**config.mk**
```make
export PLATFORM = sky130hd
export DESIGN_NAME = ir_remote_frame_encoder_core
export DESIGN_NICKNAME = d
export VERILOG_FILES = /design/src/irfe_pkg.sv /design/src/irfe_seq.sv /design/src/irfe_dp.sv /design/src/ir_remote_frame_encoder_core.sv
export SDC_FILE = /design/constraint.sdc
export NUM_CORES = 1
export LEC_CHECK = 0
export ABC_AREA = 1
export BUFFER_PORTS_ARGS = -buffer_cell sky130_fd_sc_hd__buf_2
export CAP_MARGIN = 10
export CORE_MARGIN = 5
export CORE_UTILIZATION = 54
export DETAILED_ROUTE_END_ITERATION = 8
export HOLD_SLACK_MARGIN = 0.03
export PLACE_DENSITY = 0.78
export SLEW_MARGIN = 20
export SYNTH_ARGS = -nofsm -noshare
export SYNTH_HDL_FRONTEND = slang
export SYNTH_SLANG_ARGS = --single-unit
export TNS_END_PERCENT = 1
```
**constraint.sdc**
```tcl
create_clock -name i_clk -period 3.06 [get_ports i_clk]
set_input_delay 0.306 -clock i_clk [delete_from_list [all_inputs] [get_ports i_clk]]
set_output_delay 0.306 -clock i_clk [all_outputs]
set_load 0.02 [all_outputs]
```
**src/irfe_pkg.sv**
```systemverilog
`timescale 1ns / 1ps
// Package for the infrared remote frame encoder.
// Holds the microcode types, the duration constants and the program table.
// No dependencies.
package irfe_pkg;

    localparam int DUR_W = 15;

    localparam logic [DUR_W-1:0] DUR_0    = 15'd0;
    localparam logic [DUR_W-1:0] DUR_560  = 15'd560;
    localparam logic [DUR_W-1:0] DUR_600  = 15'd600;
    localparam logic [DUR_W-1:0] DUR_1200 = 15'd1200;
    localparam logic [DUR_W-1:0] DUR_1690 = 15'd1690;
    localparam logic [DUR_W-1:0] DUR_2400 = 15'd2400;
    localparam logic [DUR_W-1:0] DUR_4500 = 15'd4500;
    localparam logic [DUR_W-1:0] DUR_9000 = 15'd9000;

    // Bit counts minus one, loaded into the down counter.
    localparam logic [4:0] NEC_BITS_M1  = 5'd31;
    localparam logic [4:0] SIRC_BITS_M1 = 5'd11;

    localparam logic PROTO_NEC  = 1'b0;
    localparam logic PROTO_SIRC = 1'b1;

    // Program addresses.
    typedef enum logic [2:0] {
        ST_IDLE,
        ST_NEC_PRE,
        ST_NEC_BIT,
        ST_NEC_END,
        ST_SIRC_PRE,
        ST_SIRC_BIT
    } t_step;

    // Duration selects for the mark and space fields.
    typedef enum logic [2:0] {
        D_ZERO,
        D_560,
        D_600,
        D_2400,
        D_4500,
        D_9000,
        D_NEC_BIT,
        D_SIRC_BIT
    } t_dur;

    typedef enum logic [1:0] {
        L_ZERO,
        L_ONE,
        L_CNT_ZERO
    } t_lastsel;

    typedef enum logic [1:0] {
        J_NEXT,
        J_START,
        J_LOOP,
        J_GOTO
    } t_jump;

    // One control word of the program.
    typedef struct packed {
        logic     emit;
        t_dur     mark_sel;
        t_dur     space_sel;
        t_lastsel last_sel;
        logic     shift;
        t_jump    jump;
        t_step    target;
    } t_uword;

    // Status from the datapath back to the sequencer.
    typedef struct packed {
        logic cnt_zero;
    } t_dp_status;

    // The microprogram. J_START waits for a word and branches on the protocol,
    // J_LOOP repeats the step until the bit counter runs out.
    function automatic t_uword ucode_rom(input t_step pc);
        t_uword w;
        w = '{1'b0, D_ZERO, D_ZERO, L_ZERO, 1'b0, J_GOTO, ST_IDLE};
        case (pc)
            ST_IDLE:     w = '{1'b0, D_ZERO, D_ZERO, L_ZERO, 1'b0, J_START, ST_SIRC_PRE};
            ST_NEC_PRE:  w = '{1'b1, D_9000, D_4500, L_ZERO, 1'b0, J_NEXT, ST_NEC_BIT};
            ST_NEC_BIT:  w = '{1'b1, D_560, D_NEC_BIT, L_ZERO, 1'b1, J_LOOP, ST_NEC_END};
            ST_NEC_END:  w = '{1'b1, D_560, D_ZERO, L_ONE, 1'b0, J_GOTO, ST_IDLE};
            ST_SIRC_PRE: w = '{1'b1, D_2400, D_600, L_ZERO, 1'b0, J_NEXT, ST_SIRC_BIT};
            ST_SIRC_BIT: w = '{1'b1, D_SIRC_BIT, D_600, L_CNT_ZERO, 1'b1, J_LOOP, ST_IDLE};
            default:     w = '{1'b0, D_ZERO, D_ZERO, L_ZERO, 1'b0, J_GOTO, ST_IDLE};
        endcase
        return w;
    endfunction

endpackage

```
**src/irfe_seq.sv**
```systemverilog
`timescale 1ns / 1ps
// Microcode sequencer: step counter, program table lookup and jump logic.
// Depends on irfe_pkg.
module irfe_seq
    import irfe_pkg::*;
(
    input  logic       i_clk,
    input  logic       i_rst_n,
    input  logic       i_start,
    input  logic       i_protocol,
    input  t_dp_status i_status,
    output t_uword     o_uword,
    output logic       o_load,
    output logic       o_busy
);

    t_step  r_pc;
    t_step  n_pc;
    t_uword w_uword;

    assign w_uword = ucode_rom(r_pc);
    assign o_uword = w_uword;
    assign o_busy  = (r_pc != ST_IDLE);
    assign o_load  = i_start && (r_pc == ST_IDLE);

    always_comb begin
        n_pc = r_pc;
        case (w_uword.jump)
            J_NEXT: begin
                n_pc = t_step'(3'(r_pc + 3'd1));
            end
            J_START: begin
                if (i_start) begin
                    n_pc = (i_protocol == PROTO_SIRC) ? w_uword.target : ST_NEC_PRE;
                end
            end
            J_LOOP: begin
                if (i_status.cnt_zero) begin
                    n_pc = w_uword.target;
                end
            end
            J_GOTO: begin
                n_pc = w_uword.target;
            end
            default: begin
                n_pc = ST_IDLE;
            end
        endcase
    end

    always_ff @(posedge i_clk) begin
        if (!i_rst_n) begin
            r_pc <= ST_IDLE;
        end else begin
            r_pc <= n_pc;
        end
    end

endmodule

```
**src/irfe_dp.sv**
```systemverilog
`timescale 1ns / 1ps
// Datapath: data shift register, bit counter and the registered result word.
// Depends on irfe_pkg; driven by the control word from irfe_seq.
module irfe_dp
    import irfe_pkg::*;
(
    input  logic             i_clk,
    input  logic             i_rst_n,
    input  logic             i_load,
    input  logic             i_protocol,
    input  logic [7:0]       i_address,
    input  logic [7:0]       i_command,
    input  t_uword           i_uword,
    output t_dp_status       o_status,
    output logic             o_stb,
    output logic [DUR_W-1:0] o_mark_us,
    output logic [DUR_W-1:0] o_space_us,
    output logic             o_last
);

    logic [31:0]      r_word;
    logic [4:0]       r_cnt;
    logic             r_stb;
    logic [DUR_W-1:0] r_mark;
    logic [DUR_W-1:0] r_space;
    logic             r_last;
    logic             w_bit;
    logic             w_last;

    function automatic logic [DUR_W-1:0] dur_sel(input t_dur sel, input logic b);
        logic [DUR_W-1:0] d;
        d = DUR_0;
        case (sel)
            D_ZERO:     d = DUR_0;
            D_560:      d = DUR_560;
            D_600:      d = DUR_600;
            D_2400:     d = DUR_2400;
            D_4500:     d = DUR_4500;
            D_9000:     d = DUR_9000;
            D_NEC_BIT:  d = b ? DUR_1690 : DUR_560;
            D_SIRC_BIT: d = b ? DUR_1200 : DUR_600;
            default:    d = DUR_0;
        endcase
        return d;
    endfunction

    assign w_bit             = r_word[0];
    assign o_status.cnt_zero = (r_cnt == 5'd0);

    always_comb begin
        case (i_uword.last_sel)
            L_ZERO:     w_last = 1'b0;
            L_ONE:      w_last = 1'b1;
            L_CNT_ZERO: w_last = (r_cnt == 5'd0);
            default:    w_last = 1'b0;
        endcase
    end

    always_ff @(posedge i_clk) begin
        if (i_load) begin
            if (i_protocol == PROTO_SIRC) begin
                r_word <= {20'd0, i_address[4:0], i_command[6:0]};
                r_cnt  <= SIRC_BITS_M1;
            end else begin
                r_word <= {~i_command, i_command, ~i_address, i_address};
                r_cnt  <= NEC_BITS_M1;
            end
        end else if (i_uword.shift) begin
            r_word <= {1'b0, r_word[31:1]};
            r_cnt  <= r_cnt - 5'd1;
        end
        r_mark  <= dur_sel(i_uword.mark_sel, w_bit);
        r_space <= dur_sel(i_uword.space_sel, w_bit);
        r_last  <= w_last;
        if (!i_rst_n) begin
            r_stb <= 1'b0;
        end else begin
            r_stb <= i_uword.emit;
        end
    end

    assign o_stb      = r_stb;
    assign o_mark_us  = r_mark;
    assign o_space_us = r_space;
    assign o_last     = r_last;

endmodule

```
**src/ir_remote_frame_encoder_core.sv**
```systemverilog
`timescale 1ns / 1ps
// Infrared remote frame encoder, top level. Depends on irfe_pkg, irfe_seq, irfe_dp.
// The first pair is registered at the edge after the accepting edge and is shown for
// the cycle that follows. Then one pair per cycle, 34 for NEC and 13 for SIRC. A new
// word is taken only in the idle step, after one step per pair; busy is low again
// when the last pair is shown. Sync reset selects NEC.
module ir_remote_frame_encoder_core
    import irfe_pkg::*;
(
    input  logic             i_clk,
    input  logic             i_rst_n,
    input  logic             i_cfg_wr_en,
    input  logic             i_cfg_wr_data,
    input  logic             start,
    output logic             busy,
    input  logic [7:0]       i_address,
    input  logic [7:0]       i_command,
    output logic             o_result_stb,
    output logic [DUR_W-1:0] o_mark_us,
    output logic [DUR_W-1:0] o_space_us,
    output logic             o_last
);

    // The user must write the protocol register only while the encoder is idle (not
    // enforced here), so the sequencer and datapath can read it directly throughout a frame.
    logic       r_protocol;
    t_uword     w_uword;
    t_dp_status w_status;
    logic       w_load;

    always_ff @(posedge i_clk) begin
        if (!i_rst_n) begin
            r_protocol <= PROTO_NEC;
        end else if (i_cfg_wr_en) begin
            r_protocol <= i_cfg_wr_data;
        end
    end

    // The sequencer steps through the program table; each control word selects
    // the durations of one pair and whether the data word shifts.
    irfe_seq u_seq (
        .i_clk      (i_clk),
        .i_rst_n    (i_rst_n),
        .i_start    (start),
        .i_protocol (r_protocol),
        .i_status   (w_status),
        .o_uword    (w_uword),
        .o_load     (w_load),
        .o_busy     (busy)
    );

    // The datapath holds the frame bits, least significant first, and registers
    // each pair as it is produced.
    irfe_dp u_dp (
        .i_clk      (i_clk),
        .i_rst_n    (i_rst_n),
        .i_load     (w_load),
        .i_protocol (r_protocol),
        .i_address  (i_address),
        .i_command  (i_command),
        .i_uword    (w_uword),
        .o_status   (w_status),
        .o_stb      (o_result_stb),
        .o_mark_us  (o_mark_us),
        .o_space_us (o_space_us),
        .o_last     (o_last)
    );

    // An accepted word keeps the encoder busy on the next cycle.
    a_accept_busy : assert property (@(posedge i_clk) disable iff (!i_rst_n)
        (start && !busy) |=> busy)
        else $error("encoder not busy after accepting a word");

    // When the final pair is shown the program has already returned to idle.
    a_last_idle : assert property (@(posedge i_clk) disable iff (!i_rst_n)
        (o_result_stb && o_last) |-> !busy)
        else $error("still busy on the final pair");

    // Any pair other than the final one is shown while a frame is in progress.
    a_mid_busy : assert property (@(posedge i_clk) disable iff (!i_rst_n)
        (o_result_stb && !o_last) |-> busy)
        else $error("pair shown while idle");

endmodule

```
Word-level counts from Yosys, hierarchy flattened
Cells that the tools add are included.

cells by class
  $lt $le $gt $ge = 0
  equality and inequality tests = 26
  $mul = 0
  bitwise logic cells = 2
  mux-type cells = 16
  add/sub/neg operators = 2
  div/mod/pow operators = 0
  reductions and logical operators = 9
  shift-type cells = 0

operators by type and width
  operator               number
  $pmux W15 S8           2
  $mux W32               3
  $pmux W15 S6           1
  $eq A3 B3 Y1 const B   10
  $mux W11               2
  $eq A3 B2 Y1 const B   6
  $not A8 Y8             2
  $mux W5                3
  $pmux W3 S4            1
  $eq A3 B1 Y1 const B   3
  $logic_not A3 Y1       3
  $mux W3                3
  $eq A2 B2 Y1 const B   3
  $logic_not A5 Y1       1
  $sub A5 B1 Y5 const B  1
  $eq A2 B1 Y1 const B   2
  $add A3 B1 Y3 const B  1
  $reduce_bool A3 Y1     1
  $logic_not A2 Y1       1
  $ne A2 B1 Y1 const B   1
  $ne A2 B2 Y1 const B   1
  $pmux W1 S2            1
  $reduce_and A2 Y1      1
  $reduce_bool A2 Y1     1
  $logic_and A1 B1 Y1    1

storage, ports and cells
  bits of input ports = 21
  latch bits = 0
  output and inout port bits = 33
  memories kept = 0
  ROM bits = 0
  bits in registers = 73
  word-level logic and storage cells = 63
  RAM bits = 0

Logic depth before layout (Yosys ltp)
Gate-level depths: netlist of the first run.

  depth in word-level cells = 5
  mapped depth = 11
  depth with buffers taken out = 11

Cells and area by module
Synthesis of the first run repeated with hierarchy kept, for this count alone.

second synthesis, totals
  cells, all modules = 347
  area total of the unflattened synthesis = 3,109.2 sq um

modules (own cells, without submodules)
  module                        cells each  instances  area an instance (sq um)  sequential area each (sq um)
  irfe_dp                       257         1          2,537.4                   1,631.6
  irfe_seq                      84          1          530.5                     60.1
  ir_remote_frame_encoder_core  6           1          41.3                      20.0

Worst setup path before layout of the first run
No wires, ideal clock.

  path type = register to register
  start = register u_seq.r_pc[0]
  end = register u_dp.r_cnt[0] (enable)
  slack = 0.327 ns
  setup time = 0.606 ns
  data arrival time = 2.127 ns
  period minus slack after synthesis = 2.733 ns
  stages on the path, launching flop included = 10
  path buffers = 1
  required time = 2.454 ns
  cell sequence = dfxtp_1 inv_1 ha_1 inv_2 nor2_4 inv_2 nor2_4 inv_2 buf_2 nand3_1

between the ends
  word-level cells in the longest chain between the ends = 3
  elaborated cells between the ends (all ways) = 9
  those cells by class = eq/ne (5); mux (1); reduce/logical (3)

RTL lines
  what                                                 line                            RTL
  from (decl)                                          irfe_seq.sv:17                  t_step r_pc;
  from (signal assigned)                               irfe_seq.sv:55                  r_pc <= n_pc;
  $eq A3 B3 Y1 (tied with other cells)                 irfe_pkg.sv:81                  case (pc)
  $pmux W15 S6 or $logic_and A1 B1 Y1 (tied branches)  irfe_pkg.sv:81, irfe_seq.sv:24
  $reduce_bool A2 Y1 (no source line) (*)              n/a
  to (signal assigned)                                 irfe_dp.sv:70                   r_cnt <= r_cnt - 5'd1;
  to (decl)                                            irfe_dp.sv:22                   logic [4:0] r_cnt;

Every way passes the cells marked *; elsewhere a longest branch is shown, timed or not.
A chain may end at the register's enable or synchronous reset.

Final worst setup path of the first run
  start = register u_seq.r_pc[0]
  end = register u_dp.r_word[26] (enable)

between the ends
  word-level cells in the longest chain between the ends = 3
  elaborated cells between the ends (all ways) = 9
  those cells by class = eq/ne (5); mux (1); reduce/logical (3)

RTL lines
  what                                                 line                            RTL
  $eq A3 B3 Y1 (tied with other cells)                 irfe_pkg.sv:81
  $pmux W15 S6 or $logic_and A1 B1 Y1 (tied branches)  irfe_pkg.sv:81, irfe_seq.sv:24
  $reduce_bool A2 Y1 (no source line) (*)              n/a
  to (signal assigned)                                 irfe_dp.sv:62                   r_word <= {20'd0, i_address[4:0], i_command[6:0]};
  to (signal assigned)                                 irfe_dp.sv:65                   r_word <= {~i_command, i_command, ~i_address, i_address};
  to (signal assigned)                                 irfe_dp.sv:69                   r_word <= {1'b0, r_word[31:1]};
  to (decl)                                            irfe_dp.sv:21                   logic [31:0] r_word;

Marks and branches as above.

==> results of run 1 <==
cells by family after synthesis:
| family | Yosys count |
|---|---|
| AOI/OAI and AO/OA | 48 |
| adders and majority gates | 7 |
| buffers and inverters | 48 |
| DFF | 63 |
| other | 1 |
| and+or+nand+nor | 124 |
final timing paths:
check | endpoint | slack, ns
setup reg to reg | u_dp.r_word[26] | 0.73
setup / recovery | u_dp.r_word[26] | 0.73
hold reg to reg | u_dp.o_space_us[5] | 0.48
hold / removal | r_protocol | 0.20
final cells by class:
type | count | share of cell area [%]
clock buffers | 13 | 5.96
clock inverters | 3 | 0.623
inverters | 28 | 3.27
multi-input cells | 187 | 28.9
flip-flops and latches | 63 | 50.8
well taps | 70 | 2.73
repair buffers | 49 | 7.79
routing by layer:
| layer | routed length, um | up-vias | part of all wire (%) | GRT usage [%] |
|---|---|---|---|---|
| li1 | - | 1042 | - | - |
| met1 | 2370 | 961 | 43 | 23.5 |
| met2 | 2610 | 79 | 47 | 28.0 |
| met3 | 462 | 11 | 8.3 | 6.80 |
| met4 | 92 | 0 | 1.7 | 7.14 |
| met5 | 0 | - | 0 | 0 |
state kept, by name, indices dropped and copies added, names as in the netlist:
name,cells
u_dp.o_last,1
u_dp.o_stb,1
u_dp.o_space_us,8
u_dp.r_cnt,5
r_protocol,1
u_dp.o_mark_us,12
u_dp.r_word,32
u_seq.r_pc,3
where the power goes:
group | leakage (nW) | internal [W] | switching, W | total, W
registers | 0.570 | 0.00143 | 0.000131 | 0.00156
logic | 0.842 | 0.000418 | 0.000906 | 0.00132
clock network | 0.110 | 0.000416 | 0.000318 | 0.000733
cells in the final DEF (no fill, tap or decap), types with 2 or more instances in the layout:
| cell | netlist | routed |
|---|---|---|
| o21ai_0 | 13 | 13 |
| nor2_1 | 31 | 31 |
| o22ai_1 | 4 | 4 |
| dfxtp_1 | 26 | 26 |
| nand2_2 | 2 | 2 |
| nor3_1 | 2 | 2 |
| ha_1 | 7 | 7 |
| o21ai_1 | 18 | 18 |
| edfxtp_1 | 37 | 37 |
| nor2_4 | 4 | 4 |
| clkbuf_16 | 0 | 2 |
| a21oi_1 | 5 | 5 |
| buf_2 | 5 | 47 |
| buf_4 | 11 | 2 |
| inv_1 | 23 | 23 |
| nand3_1 | 14 | 14 |
| nand2_1 | 66 | 66 |
| inv_2 | 5 | 5 |
| o211ai_1 | 4 | 4 |
| o21ai_2 | 2 | 2 |
| clkbuf_8 | 0 | 10 |
| conb_1 | 1 | 8 |
worst reg2reg max path, stage by stage, from the launching register on:
cell and delay, ns:
dfxtp_1 0.33, inv_1 0.14, ha_1 0.25, inv_2 0.06
nor2_4 0.08, inv_2 0.07, nor2_4 0.26, inv_2 0.23
nand3_1 0.12, buf_4 0.41
stage by stage:
stage          power, W  area, um^2  instances
4_1_cts         0.00363        3210        413
6_report        0.00362        3210        413
3_5_place_dp    0.00289        3000        397
2_1_floorplan   0.00257        2800        298
5_1_grt         0.00387        3210        413
3_3_place_gp    0.00283        3000        397
==> flow_metrics.tcl, run 1 <==
set metrics [dict create \
    status "completed" \
    crit_start "u_seq.r_pc[0]" \
    setup_violations 0 \
    synth_area_leader_cell "edfxtp_1" \
    cts_tree "done" \
    final.fill_count 411 \
    synthSimpleGateAreaFrac_pct 19.6 \
    relSlewSlack_pct 54.0 \
    cts.sinks 63 \
    crit_type "reg2reg" \
    muxShareOfSynthArea_pct 0 \
    ctsResizeCount 0 \
    postCtsSetupBuffers 0 \
    insertion_delay_ns 0.34 \
    grt_start_max_net_pins 38 \
    synth_compound_area_share_pct 9.60 \
    tightest_slew_ns 0.689 \
    std_cell_rows 26 \
    ir_drop_mv 0.569 \
    clk_path_buf_depth 2 \
    synth_edf_count 37 \
    reg2reg_depth 9 \
    grt_usage_pct 18.3 \
    yosysMostFrequentCell "nand2_1" \
    crit_family "buffers and inverters" \
    first_pass_iters 4 \
    vias_per_cell 5.07 \
    die_y_um 81.7 \
    dpl.hpwl_um 3860 \
    synth_xor_area_share_pct 0 \
    rr_startpoint "u_seq.r_pc[0]" \
    fin_worst_skew_ns 0.00787 \
    hp-class "in2reg" \
    synth_top_family_by_area "simple AND/OR/NAND/NOR gates" \
    syn_area_mm2 0.00278 \
    yosysUniqueCellTypes 30 \
    whs_ns 0.197 \
    fmax_mhz 429 \
    first_global_vias 1891 \
    p_leak_nw 1.52 \
    syn2layout_area_growth_pct 15.7 \
    seqCellArea_mm2 0.00163 \
    post-route-util_pct 63.7 \
    drt-total-wl_um 5540 \
    synthArstFlopShare_pct 0 \
    dp_slack_ns 0.756 \
    fin_crit_sh_pct 76.1 \
    cap_violations 0 \
    wl_per_cell_um 13.4 \
    required_ns 3.05 \
    min_path_cells 3 \
    slew_viol_final 0 \
    postCtsHoldBufs 0 \
    io_buffer_count 47 \
    ys_seq_area_share_pct 58.8 \
    grt_pass1_wl_um 8980 \
    worstPathArrival_ns 2.32 \
    holdCritStartpoint "i_cfg_wr_data" \
    crit_buf_inv 5 \
    design.die.area_mm2 0.00668 \
    core-area_mm2 0.00504 \
    cts_buffers 9 \
    synth_common_cells "nand2_1 (66), edfxtp_1 (37), nor2_1 (31), dfxtp_1 (26), inv_1 (23)" \
    drtAntennaViolNets 0 \
    worst_path_max_delay_cell "buf_4" \
    synth.avg_cell_area_um2 9.54 \
    drt_iter0_drc 107 \
    crit_cells 9 \
    die_w_um 81.7 \
    yosys_most_used_dff "edfxtp_1" \
    drive_gt1_share_pct 23.3 \
    crit_chain "inv_1, ha_1, inv_2, nor2_4, inv_2, nor2_4, inv_2, nand3_1, buf_4" \
    finalSetupTns_ns 0 \
    setup_slack_ns 0.730 \
    multi_input_comb_area_um2 927 \
    hold_viol_final 0 \
    cts.clk_slew.worst_paths_ns 0.07 \
    clock-root-buffer "clkbuf_8" \
    initial_core_util_pct 55.1 \
    yosys_warnings 0 \
    worstPathMaxFanout 37 \
    antenna_found_initial 0 \
    synth-seq-cells 63 \
    gp_congestion 0.917 \
    rsz0062_at_grt "no" \
    synth_fa_ha_area_share_pct 3.15 \
    ios 54 \
    nets 366 \
    endpoint_kind "register" \
    synth_top_cell_area_share_pct 40.0 \
    via_count 2093 \
    cts-htree-levels 3 \
    cpMostUsedCell "inv_2" \
    p_per_area_mw_per_mm2 1130 \
    n_antenna_cell 0 \
    drc 0 \
    critPathMaxStageDelay_ns 0.41 \
    start_kind "register" \
    post-route-min-period_ns 2.33 \
    synthCells 291 \
    overflow 0 \
    netlist_top_cells_area "edfxtp_1 (40%), dfxtp_1 (19%), nand2_1 (8.9%)" \
]
Note: power is estimated with default switching activity, not from simulation.
==> run 2: changes to the inputs <==
--- a/config.mk
+++ b/config.mk
@@ -9,10 +9,10 @@
 export BUFFER_PORTS_ARGS = -buffer_cell sky130_fd_sc_hd__buf_2
 export CAP_MARGIN = 10
 export CORE_MARGIN = 5
-export CORE_UTILIZATION = 54
+export CORE_UTILIZATION = 49
 export DETAILED_ROUTE_END_ITERATION = 8
 export HOLD_SLACK_MARGIN = 0.03
-export PLACE_DENSITY = 0.78
+export PLACE_DENSITY = 0.75
 export SLEW_MARGIN = 20
 export SYNTH_ARGS = -nofsm -noshare
 export SYNTH_HDL_FRONTEND = slang
==> constraint.sdc (replaced) <==
create_clock -name i_clk -period 1.85 [get_ports i_clk]
set_input_delay 0.185 -clock i_clk [delete_from_list [all_inputs] [get_ports i_clk]]
set_output_delay 0.185 -clock i_clk [all_outputs]
set_load 0.02 [all_outputs]
==> run 2 against run 1 <==
Core utilization shrank 2.8 points. Combinational power increased by 85%. Cell count is 3.6% higher. Die area is 8.9% higher. Maximum frequency increased by 33%. Total power is 71% higher. Worst hold slack got worse by 0.12 ns. First-iteration DRC count increased by 50%. Routed wire length shrank 0.61%. Non-clock buffer count up 13. Global-route usage shrank 2.6 points. Critical path type unchanged.
==> flow_metrics.tcl, run 2 (synthesized netlist as in run 1, its figures left out) <==
set metrics [dict create \
    status "completed" \
    cts_tree "done" \
    std_cell_rows 27 \
    final_area_mm2 0.00335 \
    overflow 0 \
    p_per_area_mw_per_mm2 1850 \
    drive_gt1_share_pct 27.5 \
    via_count 2129 \
    grt_start_max_net_pins 25 \
    die_w_um 85.3 \
    p_leak_nw 1.60 \
    drt_iter0_drc 160 \
    ios 54 \
    cts_buffers 9 \
    cts.sinks 63 \
    fin_crit_sh_pct 94.5 \
    post-route-min-period_ns 1.75 \
    cts.clk_slew.worst_paths_ns 0.07 \
    fmax_mhz 572 \
    clk_path_buf_depth 2 \
    final.fill_count 474 \
    hold_viol_final 0 \
    first_global_vias 1892 \
    clock-root-buffer "clkbuf_8" \
    cap_violations 0 \
    place_area_mm2 0.00309 \
    syn2layout_area_growth_pct 20.8 \
    cts-htree-levels 3 \
    grt_usage_pct 15.6 \
    die_y_um 85.3 \
    io_buffer_count 47 \
    final_cell_mix "nand2_1 (66), buf_2 (47), edfxtp_1 (37)" \
    antenna_found_initial 0 \
    crit_type "reg2reg" \
    finalSetupTns_ns 0 \
    fin_worst_skew_ns 0.00510 \
    grt_pass1_wl_um 8710 \
    postCtsHoldBufs 0 \
    hp-class "in2reg" \
    core-area_mm2 0.00551 \
    gp_congestion 0.847 \
    wl_per_cell_um 12.9 \
    largest_reg_flops 32 \
    top_register "u_dp.r_word" \
    insertion_delay_ns 0.35 \
    ir_drop_mv 0.964 \
    power.total_w 0.00619 \
    whs_ns 0.0742 \
    drc 0 \
    drt-total-wl_um 5500 \
    endpoint_kind "register" \
    required_ns 1.95 \
    worstPathArrival_ns 1.85 \
    design.die.area_mm2 0.00727 \
    first_pass_iters 5 \
    n_antenna_cell 0 \
    worstPathMaxFanout 14 \
    start_kind "register" \
    nets 379 \
    vias_per_cell 4.97 \
    initial_core_util_pct 50.4 \
    final_common_cell "nand2_1" \
    setup_violations 0 \
    drtAntennaViolNets 0 \
    rsz0062_at_grt "no" \
    dpl.hpwl_um 3940 \
    slew_viol_final 0 \
]
run 2: power breakdown:
part           internal, W  switching (W)  total, W  leakage, nW
registers          0.00236       0.000218   0.00257        0.570
logic             0.000870        0.00157   0.00244        0.923
clock network     0.000645       0.000538   0.00118        0.103
run 2: final timing paths:
path	start	to	slack, ns	cells past startpoint
setup / recovery	u_seq.r_pc[0]	u_dp.r_word[7]	0.10	10
hold / removal	i_cfg_wr_data	r_protocol	0.07	3
setup reg to reg	u_seq.r_pc[0]	u_dp.r_word[7]	0.10	10
hold reg to reg	u_dp.r_word[0]	u_dp.o_space_us[5]	0.51	1
run 2: worst max-delay path, cell delays in order (launching register included):
cell and delay (ns):
dfxtp_1 0.35, inv_2 0.10, ha_4 0.16, inv_2 0.04, nor2_4 0.11, inv_4 0.06
nor2_4 0.15, inv_4 0.11, buf_4 0.19, nor3_1 0.15, nor2_1 0.08
run 2: final cells by class:
| cell class | count | area [um^2] | area share, % |
|---|---|---|---|
| Inverter | 28 | 110 | 3.28 |
| Clock inverter | 4 | 23.8 | 0.709 |
| Timing Repair Buffer | 62 | 360 | 10.7 |
| Multi-Input combinational cell | 187 | 960 | 28.6 |
| Tap cell | 72 | 90.1 | 2.69 |
| Clock buffer | 12 | 178 | 5.30 |
| Sequential cell | 63 | 1630 | 48.7 |
run 2: metal layers:
layer,GRT usage (%),routed length (um)
met5,0,0
met4,7.77,127
met3,6.50,511
met2,23.9,2460
met1,18.9,2400
run 2: timing repair:
item | CTS | global route
resized for setup | 0 | 7
endpoints found under the setup margin | 0 | 56
setup buffers | 0 | 5
run 2: through the flow:
| step | util [%] | cells | setup slack (ns) |
|---|---|---|---|
| after CTS | 59.9 | 423 | 0.00757 |
| after floorplan | - | 298 | 0.00705 |
| after detailed placement | 56.2 | 407 | 0.0190 |
| after global routing | 60.9 | 428 | 0.0140 |
| final | 60.9 | 428 | 0.102 |
| after global placement | 56.2 | 407 | 0.0789 |
